$ cat src/hw/rtl/adcmmsf_pkg.sv
// Shared types, constants and the divide-by-4095 helper of the smoothing filter.
package adcmmsf_pkg;

    localparam int WINDOW     = 16;
    localparam int IDX_W      = $clog2(WINDOW);
    localparam int CODE_W     = 12;
    localparam int SUM_W      = CODE_W + IDX_W;
    localparam int MEDIAN_IDX = WINDOW / 2;
    localparam int PROD_W     = 24;

    localparam logic [PROD_W-1:0] VOLT_MUL  = 24'd3300;
    localparam logic [PROD_W-1:0] SHIFT_MUL = 24'd990;
    localparam logic [10:0]       SHIFT_OFS = 11'd650;
    localparam logic [12:0]       FULL_CODE = 13'd4095;

    typedef enum logic [2:0] {
        S_IDLE,
        S_SORT,
        S_CALC,
        S_MUL,
        S_DIV_V,
        S_DIV_S,
        S_OUT
    } t_state;

    typedef struct packed {
        logic              start;
        logic [IDX_W-1:0]  pos;
        logic [CODE_W-1:0] sample;
    } t_sort_req;

    typedef struct packed {
        logic busy;
        logic done;
    } t_sort_stat;

    // Exact floor(x / 4095) for x below 2^24 whose quotient stays below 4096.
    function automatic logic [CODE_W-1:0] div_full_code(input logic [PROD_W-1:0] x);
        logic [CODE_W-1:0] q;
        logic [12:0]       r;
        q = x[23:12];
        r = {1'b0, x[11:0]} + {1'b0, q};
        if (r >= FULL_CODE) begin
            q = q + 12'd1;
        end
        return q;
    endfunction

endpackage

$ cat src/hw/rtl/adc_median_mean_smoothing_filter.sv
// Top level of the median and mean smoothing filter for 12-bit converter samples.
//
// The input channel (i_valid, o_ready) carries a command bit and a 12-bit sample.
// A seed beat (i_cmd high) loads the sample into the smoothed level and gives no
// result. A filter beat inserts the sample into a sorted window of sixteen
// entries; the insertion compares and shifts one entry per cycle, so a filter
// beat keeps o_ready low until its insertion is done, with up to fifteen shifts
// on the last sample. On the sixteenth sample the block computes median, mean,
// blend and level, then two constant products and their division by 4095
// through one shared divider, in the states S_CALC, S_MUL, S_DIV_V, S_DIV_S and
// S_OUT, and presents one result beat on the output channel (o_valid, i_ready).
// A new sample is taken only once the previous insertion is done, and after the
// last sample of a window only once its result is loaded into the output register.
// The result sits in an output register; the next window's samples are taken
// while it waits, and only a following window end stalls until i_ready.
// Reset clears the level, fill count, sum and all handshake state; the window
// store itself is not cleared.
module adc_median_mean_smoothing_filter
    import adcmmsf_pkg::*;
(
    input  logic              i_clk,
    input  logic              i_rst_n,
    input  logic              i_valid,
    output logic              o_ready,
    input  logic              i_cmd,
    input  logic [CODE_W-1:0] i_sample,
    output logic              o_valid,
    input  logic              i_ready,
    output logic [CODE_W-1:0] o_median_code,
    output logic [CODE_W-1:0] o_mean_code,
    output logic [CODE_W-1:0] o_level_code,
    output logic [CODE_W-1:0] o_voltage_mv,
    output logic [10:0]       o_shifted_mv
);

    t_state            r_state, n_state;
    logic [IDX_W-1:0]  r_fill, n_fill;
    logic [SUM_W-1:0]  r_sum, n_sum;
    logic [CODE_W-1:0] r_level, n_level;
    logic [CODE_W-1:0] r_med, n_med;
    logic [CODE_W-1:0] r_mean, n_mean;
    logic [PROD_W-1:0] r_prod, n_prod;
    logic [CODE_W-1:0] r_volt, n_volt;
    logic [10:0]       r_shift, n_shift;
    logic              r_out_valid, n_out_valid;
    logic [CODE_W-1:0] r_out_med, r_out_mean, r_out_level, r_out_volt;
    logic [10:0]       r_out_shift;
    logic              out_load;

    t_sort_req         sort_req;
    t_sort_stat        sort_stat;
    logic [CODE_W-1:0] sort_median;

    logic [13:0]       blend_sum;
    logic [15:0]       level_sum;
    logic [CODE_W-1:0] div_q;

    adcmmsf_sort u_sort (
        .i_clk    (i_clk),
        .i_rst_n  (i_rst_n),
        .i_req    (sort_req),
        .o_stat   (sort_stat),
        .o_median (sort_median)
    );

    assign blend_sum = {1'b0, sort_median, 1'b0} + {2'b0, sort_median}
                     + {2'b0, r_sum[SUM_W-1:IDX_W]};
    assign level_sum = {r_level, 4'b0} - {4'b0, r_level} + {4'b0, blend_sum[13:2]};
    assign div_q     = div_full_code(r_prod);

    always_ff @(posedge i_clk) begin
        if (!i_rst_n) begin
            r_state     <= S_IDLE;
            r_fill      <= '0;
            r_sum       <= '0;
            r_level     <= '0;
            r_out_valid <= 1'b0;
        end else begin
            r_state     <= n_state;
            r_fill      <= n_fill;
            r_sum       <= n_sum;
            r_level     <= n_level;
            r_out_valid <= n_out_valid;
        end
    end

    always_ff @(posedge i_clk) begin
        r_med   <= n_med;
        r_mean  <= n_mean;
        r_prod  <= n_prod;
        r_volt  <= n_volt;
        r_shift <= n_shift;
        if (out_load) begin
            r_out_med   <= r_med;
            r_out_mean  <= r_mean;
            r_out_level <= r_level;
            r_out_volt  <= r_volt;
            r_out_shift <= r_shift;
        end
    end

    always_comb begin
        n_state         = r_state;
        n_fill          = r_fill;
        n_sum           = r_sum;
        n_level         = r_level;
        n_med           = r_med;
        n_mean          = r_mean;
        n_prod          = r_prod;
        n_volt          = r_volt;
        n_shift         = r_shift;
        n_out_valid     = r_out_valid && !i_ready;
        out_load        = 1'b0;
        o_ready         = 1'b0;
        sort_req.start  = 1'b0;
        sort_req.pos    = r_fill;
        sort_req.sample = i_sample;
        case (r_state)
            S_IDLE: begin
                o_ready = 1'b1;
                if (i_valid) begin
                    if (i_cmd) begin
                        n_level = i_sample;
                    end else begin
                        sort_req.start = 1'b1;
                        n_sum          = r_sum + {{IDX_W{1'b0}}, i_sample};
                        n_state        = S_SORT;
                    end
                end
            end
            S_SORT: begin
                if (sort_stat.done) begin
                    if (r_fill == IDX_W'(WINDOW - 1)) begin
                        n_state = S_CALC;
                    end else begin
                        n_fill  = r_fill + IDX_W'(1);
                        n_state = S_IDLE;
                    end
                end
            end
            S_CALC: begin
                n_med   = sort_median;
                n_mean  = r_sum[SUM_W-1:IDX_W];
                n_level = level_sum[15:4];
                n_fill  = '0;
                n_sum   = '0;
                n_state = S_MUL;
            end
            S_MUL: begin
                n_prod  = {{(PROD_W-CODE_W){1'b0}}, r_level} * VOLT_MUL;
                n_state = S_DIV_V;
            end
            S_DIV_V: begin
                n_volt  = div_q;
                n_prod  = {{(PROD_W-CODE_W){1'b0}}, r_level} * SHIFT_MUL;
                n_state = S_DIV_S;
            end
            S_DIV_S: begin
                n_shift = div_q[10:0] + SHIFT_OFS;
                n_state = S_OUT;
            end
            S_OUT: begin
                if (!r_out_valid || i_ready) begin
                    out_load    = 1'b1;
                    n_out_valid = 1'b1;
                    n_state     = S_IDLE;
                end
            end
            default: begin
                n_state = S_IDLE;
            end
        endcase
    end

    assign o_valid       = r_out_valid;
    assign o_median_code = r_out_med;
    assign o_mean_code   = r_out_mean;
    assign o_level_code  = r_out_level;
    assign o_voltage_mv  = r_out_volt;
    assign o_shifted_mv  = r_out_shift;

    a_filter_beat_busy: assert property (@(posedge i_clk) disable iff (!i_rst_n)
        (i_valid && o_ready && !i_cmd) |=> !o_ready)
        else $error("Filter beat accepted without leaving the ready state.");

    a_sort_start_idle: assert property (@(posedge i_clk) disable iff (!i_rst_n)
        sort_req.start |-> !sort_stat.busy)
        else $error("Insertion started while the previous one is running.");

    a_volt_range: assert property (@(posedge i_clk) disable iff (!i_rst_n)
        o_valid |-> (o_voltage_mv <= 12'd3300 && o_shifted_mv >= 11'd650
                     && o_shifted_mv <= 11'd1640))
        else $error("Scaled voltage outside its range.");

endmodule

$ cat src/hw/rtl/adcmmsf_sort.sv
// Window store kept in ascending order by insertion, one compare-and-shift per cycle.
module adcmmsf_sort
    import adcmmsf_pkg::*;
(
    input  logic              i_clk,
    input  logic              i_rst_n,
    input  t_sort_req         i_req,
    output t_sort_stat        o_stat,
    output logic [CODE_W-1:0] o_median
);

    logic [CODE_W-1:0] r_win [WINDOW];
    logic [IDX_W-1:0]  r_idx;
    logic [CODE_W-1:0] r_val;
    logic              r_busy;
    logic              r_done;
    logic [CODE_W-1:0] rd_data;
    logic              shift_up;

    assign rd_data  = r_win[r_idx - IDX_W'(1)];
    assign shift_up = (r_idx != '0) && (rd_data > r_val);

    always_ff @(posedge i_clk) begin
        if (!i_rst_n) begin
            r_busy <= 1'b0;
            r_done <= 1'b0;
        end else begin
            r_done <= 1'b0;
            if (r_busy) begin
                if (!shift_up) begin
                    r_busy <= 1'b0;
                    r_done <= 1'b1;
                end
            end else if (i_req.start) begin
                r_busy <= 1'b1;
            end
        end
    end

    always_ff @(posedge i_clk) begin
        if (r_busy) begin
            if (shift_up) begin
                r_win[r_idx] <= rd_data;
                r_idx        <= r_idx - IDX_W'(1);
            end else begin
                r_win[r_idx] <= r_val;
            end
        end else if (i_req.start) begin
            r_idx <= i_req.pos;
            r_val <= i_req.sample;
        end
    end

    assign o_stat.busy = r_busy;
    assign o_stat.done = r_done;
    assign o_median    = r_win[MEDIAN_IDX];

endmodule
$ cat config.mk
export PLATFORM = sky130hd
export DESIGN_NAME = adc_median_mean_smoothing_filter
export DESIGN_NICKNAME = d
export VERILOG_FILES = /design/src/hw/rtl/adcmmsf_pkg.sv /design/src/hw/rtl/adc_median_mean_smoothing_filter.sv /design/src/hw/rtl/adcmmsf_sort.sv
export SDC_FILE = /design/constraint.sdc
export NUM_CORES = 1
export LEC_CHECK = 0
export BUFFER_PORTS_ARGS = -buffer_cell sky130_fd_sc_hd__buf_2
export CAP_MARGIN = 40
export CORE_MARGIN = 2
export CORE_UTILIZATION = 37
export DETAILED_ROUTE_END_ITERATION = 16
export GPL_TIMING_DRIVEN = 0
export REMOVE_ABC_BUFFERS = 1
export SYNTH_ARGS = -nofsm -noshare
export SYNTH_HDL_FRONTEND = slang
export SYNTH_SLANG_ARGS = --single-unit
$ cat constraint.sdc
create_clock -name i_clk -period 7.3 [get_ports i_clk]
set_clock_uncertainty 0.15 [all_clocks]
set_input_delay 1.46 -clock i_clk [delete_from_list [all_inputs] [get_ports i_clk]]
set_output_delay 1.46 -clock i_clk [all_outputs]
set_load 0.01 [all_outputs]
; ---- Word-level counts from Yosys, hierarchy flattened
; Memory sizes are Yosys's and may differ from the RTL's.
; Cells that the tools add are included.
[word_totals]
latch_bits = 0
regBits = 184
word_cells = 104
ram_bits = 192
in_bits = 17
n_memories = 1
rom_bits = 0
out_inout_bits = 61
[op_classes]
n_bitwise = 2
n_eq_ne = 14
n_mux = 37
div_mod_pow = 0
multipliers = 2
n_lt_le_gt_ge = 2
shifts = 0
addsub = 10
reduce_logical = 17
[memory_table]
columns = name, depth, word_bits, read_ports, rd_clocked_by_memory_dff, wr, line
row1 = u_sort.r_win, 16, 12, 2, 0, 1, adcmmsf_sort.sv:12  ; logic [CODE_W-1:0] r_win [WINDOW];
[ops]
columns = operator, count
row1 = $mux 12, 4
row2 = $pmux 24 s2, 1
row3 = $add 16x12->16, 2
row4 = $mux 16, 2
row5 = $pmux 16 s2, 1
row6 = $pmux 12 s2, 1
row7 = $mul 12x10->22 const B, 1
row8 = $mul 12x9->21 const B, 1
row9 = $pmux 3 s7, 1
row10 = $mux 4, 5
row11 = $mux 1, 16
row12 = $sub 16x12->16, 1
row13 = $add 13x12->14, 1
row14 = $add 14x12->14, 1
row15 = $add 12x12->13, 1
row16 = $ge 13x12->1 const B, 1
row17 = $add 12x1->12 const B, 1
row18 = $gt 12x12->1, 1
row19 = $mux 3, 4
row20 = $ne 2x2->1 const B, 6
row21 = $add 11x10->11 const B, 1
row22 = $eq 3x3->1 const B, 3
row23 = $reduce_and 3->1, 3
row24 = $pmux 4 s2, 1
row25 = other kinds (17), 24

; ---- Logic depth before layout (Yosys ltp)
; An unclocked memory read counts as a cell.
[logic_depth]
word_depth = 8
ltp_mapped = 23
ltp_nobuf = 23

; ---- Hierarchy
; Synthesis repeated with hierarchy kept, for this count alone.
[unflattened]
hier_cells = 1623
hier_area_um2 = 21717.1
[by_module_without_submodules]
columns = mod, area_each_um2, cells_per_inst, n_inst, seq_area_each_um2
row1 = adc_median_mean_smoothing_filter, 13022.5, 1192, 1, 4594.4
row2 = adcmmsf_sort, 8694.6, 431, 1, 6286.0

; ---- Worst setup path after synthesis
; OpenSTA, ideal clock, no wires.
[synth_path]
path_type = register to register
start = register u_sort.r_idx[0]
end = memory u_sort.r_win[0][10], data pin
t_required_ps = 6865
path_stages_with_launch = 20
t_arrival_ps = 5393
synth_period_minus_slack_ps = 5828
setup_slack_ps = 1472
setup_ps = 285
cell_sequence = edfxtp_1 > clkbuf_1 > buf_1 > inv_1 > ha_1 > xnor2_1 > clkbuf_1 > mux4_2 > ha_1 > a21o_1 > a21o_1 > a21o_1 > a21o_1 > a21oi_1 > nor2b_1 > o21ai_0 > and4b_1 > a311oi_1 > clkbuf_1 > mux2_2
[synth_via]
elab_chain_cells = 8
elab_cells_between_ends = 9
classes_between = add/sub (1) / order compare (1) / mux (4) / reduce/logical (2) / memory (1)
[synth_lines]
columns = item, line
row1 = "start, declared", adcmmsf_sort.sv:13  ; logic [IDX_W-1:0] r_idx;
row2 = "start signal, assigned", adcmmsf_sort.sv:44  ; r_idx <= r_idx - IDX_W'(1);
row3 = "start signal, assigned", adcmmsf_sort.sv:49  ; r_idx <= i_req.pos;
row4 = $sub 4x1->4, adcmmsf_sort.sv:20  ; assign rd_data = r_win[r_idx - IDX_W'(1)];
row5 = $mem_v2 16x12, --
row6 = $gt 12x12->1, adcmmsf_sort.sv:21  ; assign shift_up = (r_idx != '0) && (rd_data > r_val);
row7 = $logic_and 1x1->1, adcmmsf_sort.sv:21
row8 = $mux 1, adcmmsf_sort.sv:42  ; if (shift_up) begin
row9 = $mux 1, --
row10 = $mux 1 (implied by the code), adcmmsf_sort.sv:46  ; r_win[r_idx] <= r_val;
row11 = $mux 12 (no line) (*), --
row12 = "end, declared", adcmmsf_sort.sv:12
; Every way passes the cells marked *; elsewhere a longest branch is shown, timed or not.

; ---- Worst setup path in the final report
[layout_path]
start = register u_sort.r_idx[0]
end = memory u_sort.r_win[14][10], data pin
; Same word-level chain as after synthesis.

==> run_results.csv <==
group,metric,value,unit
outcome,outcome,"complete, no violations",
sta,drv_slew,0,
worst_setup_path,crit_buf_inv,5,
clock_network,clkSinkCount,375,
worst_setup_path,setup.worst_path.class,"reg2reg",
layout,syn2layout_area_growth,14.4,%
yosys,synth_async_sr_flop_share,0,
layout,post-route-util,0.427,
yosys,synth.distinct_cells,71,
die,io_pins,78,
pwr,p_seq_frac,0.384,
die,die_h,245,microns
pwr,p_int,4.72,mW
layout,drive_gt1_frac,0.151,
drt,drt_iter0_markers,749,
clock_network,cts_tree,"yes",
yosys,yosys-top-cells-area,"edfxtp_1 (47%), ha_1 (11%), fa_1 (9.5%), mux4_2 (6.3%), dfxtp_1 (3.5%)",
placed_design,port_buffers,77,
worst_setup_path,critical_path.max_fanout,28,
die,core_region_area,57600,sq um
yosys,ys.warnings.count,0,
clock_network,root_buffer,"clkbuf_16",
sta,setup_tns,0,ns
clock_network,clock_path_buffers,3,
drt,num_vias,12700,
worst_setup_path,endpoint_kind,"register",
layout,antennaDiodeCount,0,
yosys,syn_area,21500,sq um
worst_setup_path,startpoint,"u_sort.r_idx[0]$_DFFE_PP_",
die,start_util,0.374,
yosys,synth_top_area_cell,"edfxtp_1",
min_path,hold_start,"r_med[0]$_DFFE_PP_",
pwr,power,6.74,mW
clock_network,clock_latency,0.59,ns
yosys,yosys_register_bits,375,
pwr,combPwrFrac,0.269,
drt,remaining_drc_errors,0,
worst_setup_path,crit_arrival,6.15,ns
pwr,switching_share,0.299,
clock_network,numCtsBuffers,43,
drt,drt-total-wl,48100,microns
sta,timing.final.crit_share,0.826,
sta,tightest_slew,0.933,ns
worst_setup_path,max_stage_delay,0.73,ns
worst_setup_path,r2r_start,"u_sort.r_idx[0]$_DFFE_PP_",
clock_network,ctsHoldBuffers,0,
sta,rsz0062_at_grt,"no",
worst_setup_path,critPathSlowestCell,"ha_2",
grt,grt_pass1_wl,75300,microns
yosys,synth_edf_count,337,
drt,dr.pass1.iters,5,
grt,grt_overflow,0,
grt,antenna_found_initial,2,
die,die-width,245,microns
grt,track_usage,0.164,
worst_setup_path,start_kind,"register",
sta,setup_viol,0,
grt,first_global_vias,13200,
layout,layout.nets,2004,
worst_setup_path,path_cells,"buf_16 -> buf_16 -> inv_1 -> ha_2 -> buf_12 -> mux4_2 -> mux4_2 -> ha_1 -> a21o_1 -> a21o_1 -> a21o_1 -> a21o_1 -> a21oi_1 -> nor2b_1 -> o21ai_0 -> and4b_1 -> a311oi_2 -> buf_4 -> mux2_2",
worst_setup_path,crit_required,7.43,ns
yosys,syn-instance-count,1594,
sta,fmax,166,MHz
grt,grt_max_degree,60,
sta,min_period,6.03,ns
pwr,p_per_area,274,nW/um^2
pwr,power_switching,2.02,mW
clock_network,ctsResizeCount,0,
clock_network,postCtsSetupRepairBufs,0,
sta,max_slew_margin,0.362,
clock_network,clk_pin_slew,0.06,ns
placed_design,hpwl,35700,microns
sta,hold_viol,0,
run,drv_cap,0,
yosys,syn_area_per_cell,13.5,sq um
clock_network,h-tree-depth,2,
pwr,clockPowerShare,0.347,
worst_setup_path,cpLargestDelayFamily,"multiplexers",
worst_setup_path,crit_top_cell,"a21o_1",
yosys,synth-main-ff-cell,"edfxtp_1",
placed_design,gp_congestion,0.859,
drt,vias_per_cell,5.10,
min_path,worstHoldPathType,"reg2reg",
pwr,ir_drop,0.178,mV
die,die_area,60100,sq um
yosys,yosysTopAreaCellShare,0.470,
pwr,p_leak,9.91,nW
drt,drtAntennaViolNets,0,
yosys,synth-seq-area-share,0.506,
die,core.rowCount,88,
drt,wl_per_cell,19.3,microns
==> flip-flops by register name, indices dropped and copies added (netlist names) <==
register,count
o_voltage_mv,12
o_median_code,12
o_shifted_mv,11
u_sort.r_done,1
r_med,12
u_sort.r_busy,1
o_valid,1
r_mean,12
r_level,12
r_state,3
r_prod,23
u_sort.r_idx,4
r_shift,11
u_sort.r_win,192
o_mean_code,12
r_volt,12
r_fill,4
u_sort.r_val,12
o_level_code,12
r_sum,16
==> metrics by stage <==
| stage | hold slack, ns | instances | instance area, sq um | setup slack (ns) |
|---|---|---|---|---|
| floorplan | 0.250 | 1560 | 21400 | -0.373 |
| global placement | 0.251 | 2402 | 22700 | -3.23 |
| detailed placement | 0.255 | 2418 | 23100 | 1.26 |
| CTS | 0.265 | 2496 | 24600 | 1.24 |
| global route | 0.277 | 2496 | 24600 | 0.921 |
| finish | 0.265 | 2496 | 24600 | 1.27 |
==> routing by layer <==
metal / routed length (microns) / track usage / up-vias
met5: 0 / 0 / -
met4: 1380 / 0.0527 / 0
met3: 2350 / 0.0285 / 85
met2: 23600 / 0.281 / 284
met1: 20800 / 0.209 / 6342
li1: - / - / 6031
==> worst reg2reg max path: stages, from the launching register on <==
cell and delay (ns):
edfxtp_1 0.57, buf_16 0.20, buf_16 0.17, inv_1 0.08
ha_2 0.73, buf_12 0.29, mux4_2 0.38, mux4_2 0.53
ha_1 0.32, a21o_1 0.11, a21o_1 0.12, a21o_1 0.11
a21o_1 0.11, a21oi_1 0.07, nor2b_1 0.10, o21ai_0 0.14
and4b_1 0.24, a311oi_2 0.50, buf_4 0.31, mux2_2 0.49
==> cells in the final DEF (no fill, tap or decap), types with 7 or more instances in the layout <==
| cell | n |
|---|---|
| a21oi_1 | 79 |
| xor2_1 | 34 |
| and2_1 | 19 |
| o21bai_1 | 7 |
| fa_1 | 102 |
| bufinv_16 | 9 |
| nor3_1 | 23 |
| o211a_1 | 7 |
| a22o_1 | 8 |
| a21o_1 | 18 |
| nor2_1 | 60 |
| dfxtp_1 | 38 |
| nand3_1 | 22 |
| clkinv_1 | 7 |
| mux4_2 | 60 |
| mux2_2 | 13 |
| ha_1 | 186 |
| nor2b_1 | 18 |
| o21a_1 | 7 |
| o211ai_1 | 8 |
| a21boi_0 | 8 |
| or3_1 | 9 |
| o21ai_0 | 50 |
| edfxtp_1 | 337 |
| xnor2_1 | 42 |
| nand2_1 | 67 |
| clkbuf_16 | 43 |
| nand2b_1 | 13 |
| and3_1 | 19 |
| inv_1 | 201 |
| buf_2 | 77 |
==> area by class of cell <==
class                   instances  area, sq um
fillers                      5232        33000
flip-flops and latches        375        10900
multi-input cells             982         9790
clock buffers                  46         1090
well taps                     765          957
inverters                     203          762
repair buffers                 93          679
clock inverters                32          460
==> worst paths after layout <==
path | to | slack, ns | depth (start not counted)
setup / recovery | u_sort.r_win[14][10]$_DFFE_PP_ | 1.27 | 19
hold / removal | o_median_code[0]$_DFFE_PP_ | 0.26 | 0
setup reg to reg | u_sort.r_win[14][10]$_DFFE_PP_ | 1.27 | 19
hold reg to reg | o_median_code[0]$_DFFE_PP_ | 0.26 | 0
==> cells by family (layout without fill, tap and decap cells) <==
| logic type | after synthesis | in the layout | share of synthesized area |
|---|---|---|---|
| fa+ha+maj | 289 | 289 | 0.204 |
| mux | 79 | 79 | 0.0724 |
| xor+xnor | 78 | 78 | 0.0317 |
| simple gates | 284 | 284 | 0.0679 |
| flops | 375 | 375 | 0.506 |
| buf+inv | 237 | 374 | 0.0415 |
| compound gates | 252 | 252 | 0.0773 |
==> Yosys cell counts (all sizes together), types with 8 or more instances <==
library cell	n
edfxtp	337
inv	203
ha	187
fa	102
a21oi	80
nand2	67
mux4	60
nor2	60
o21ai	56
xnor2	44
dfxtp	38
xor2	34
clkbuf	26
nor3	25
nand3	22
and3	20
and2	19
a21o	18
nor2b	18
mux2	14
nand2b	13
or3	10
a21boi	8
a22o	8
buf	8
o211ai	8
==> power groups by stage <==
stage	sequential [mW]	combinational [mW]	clock (mW)
after floorplan	2.63	1.35	0
after global placement	2.66	1.73	0
after detailed placement	2.63	1.81	0
after CTS	2.59	1.83	2.39
after global routing	2.59	2.07	2.46
final	2.59	1.82	2.34
Note: power is estimated with default switching activity, not from simulation.
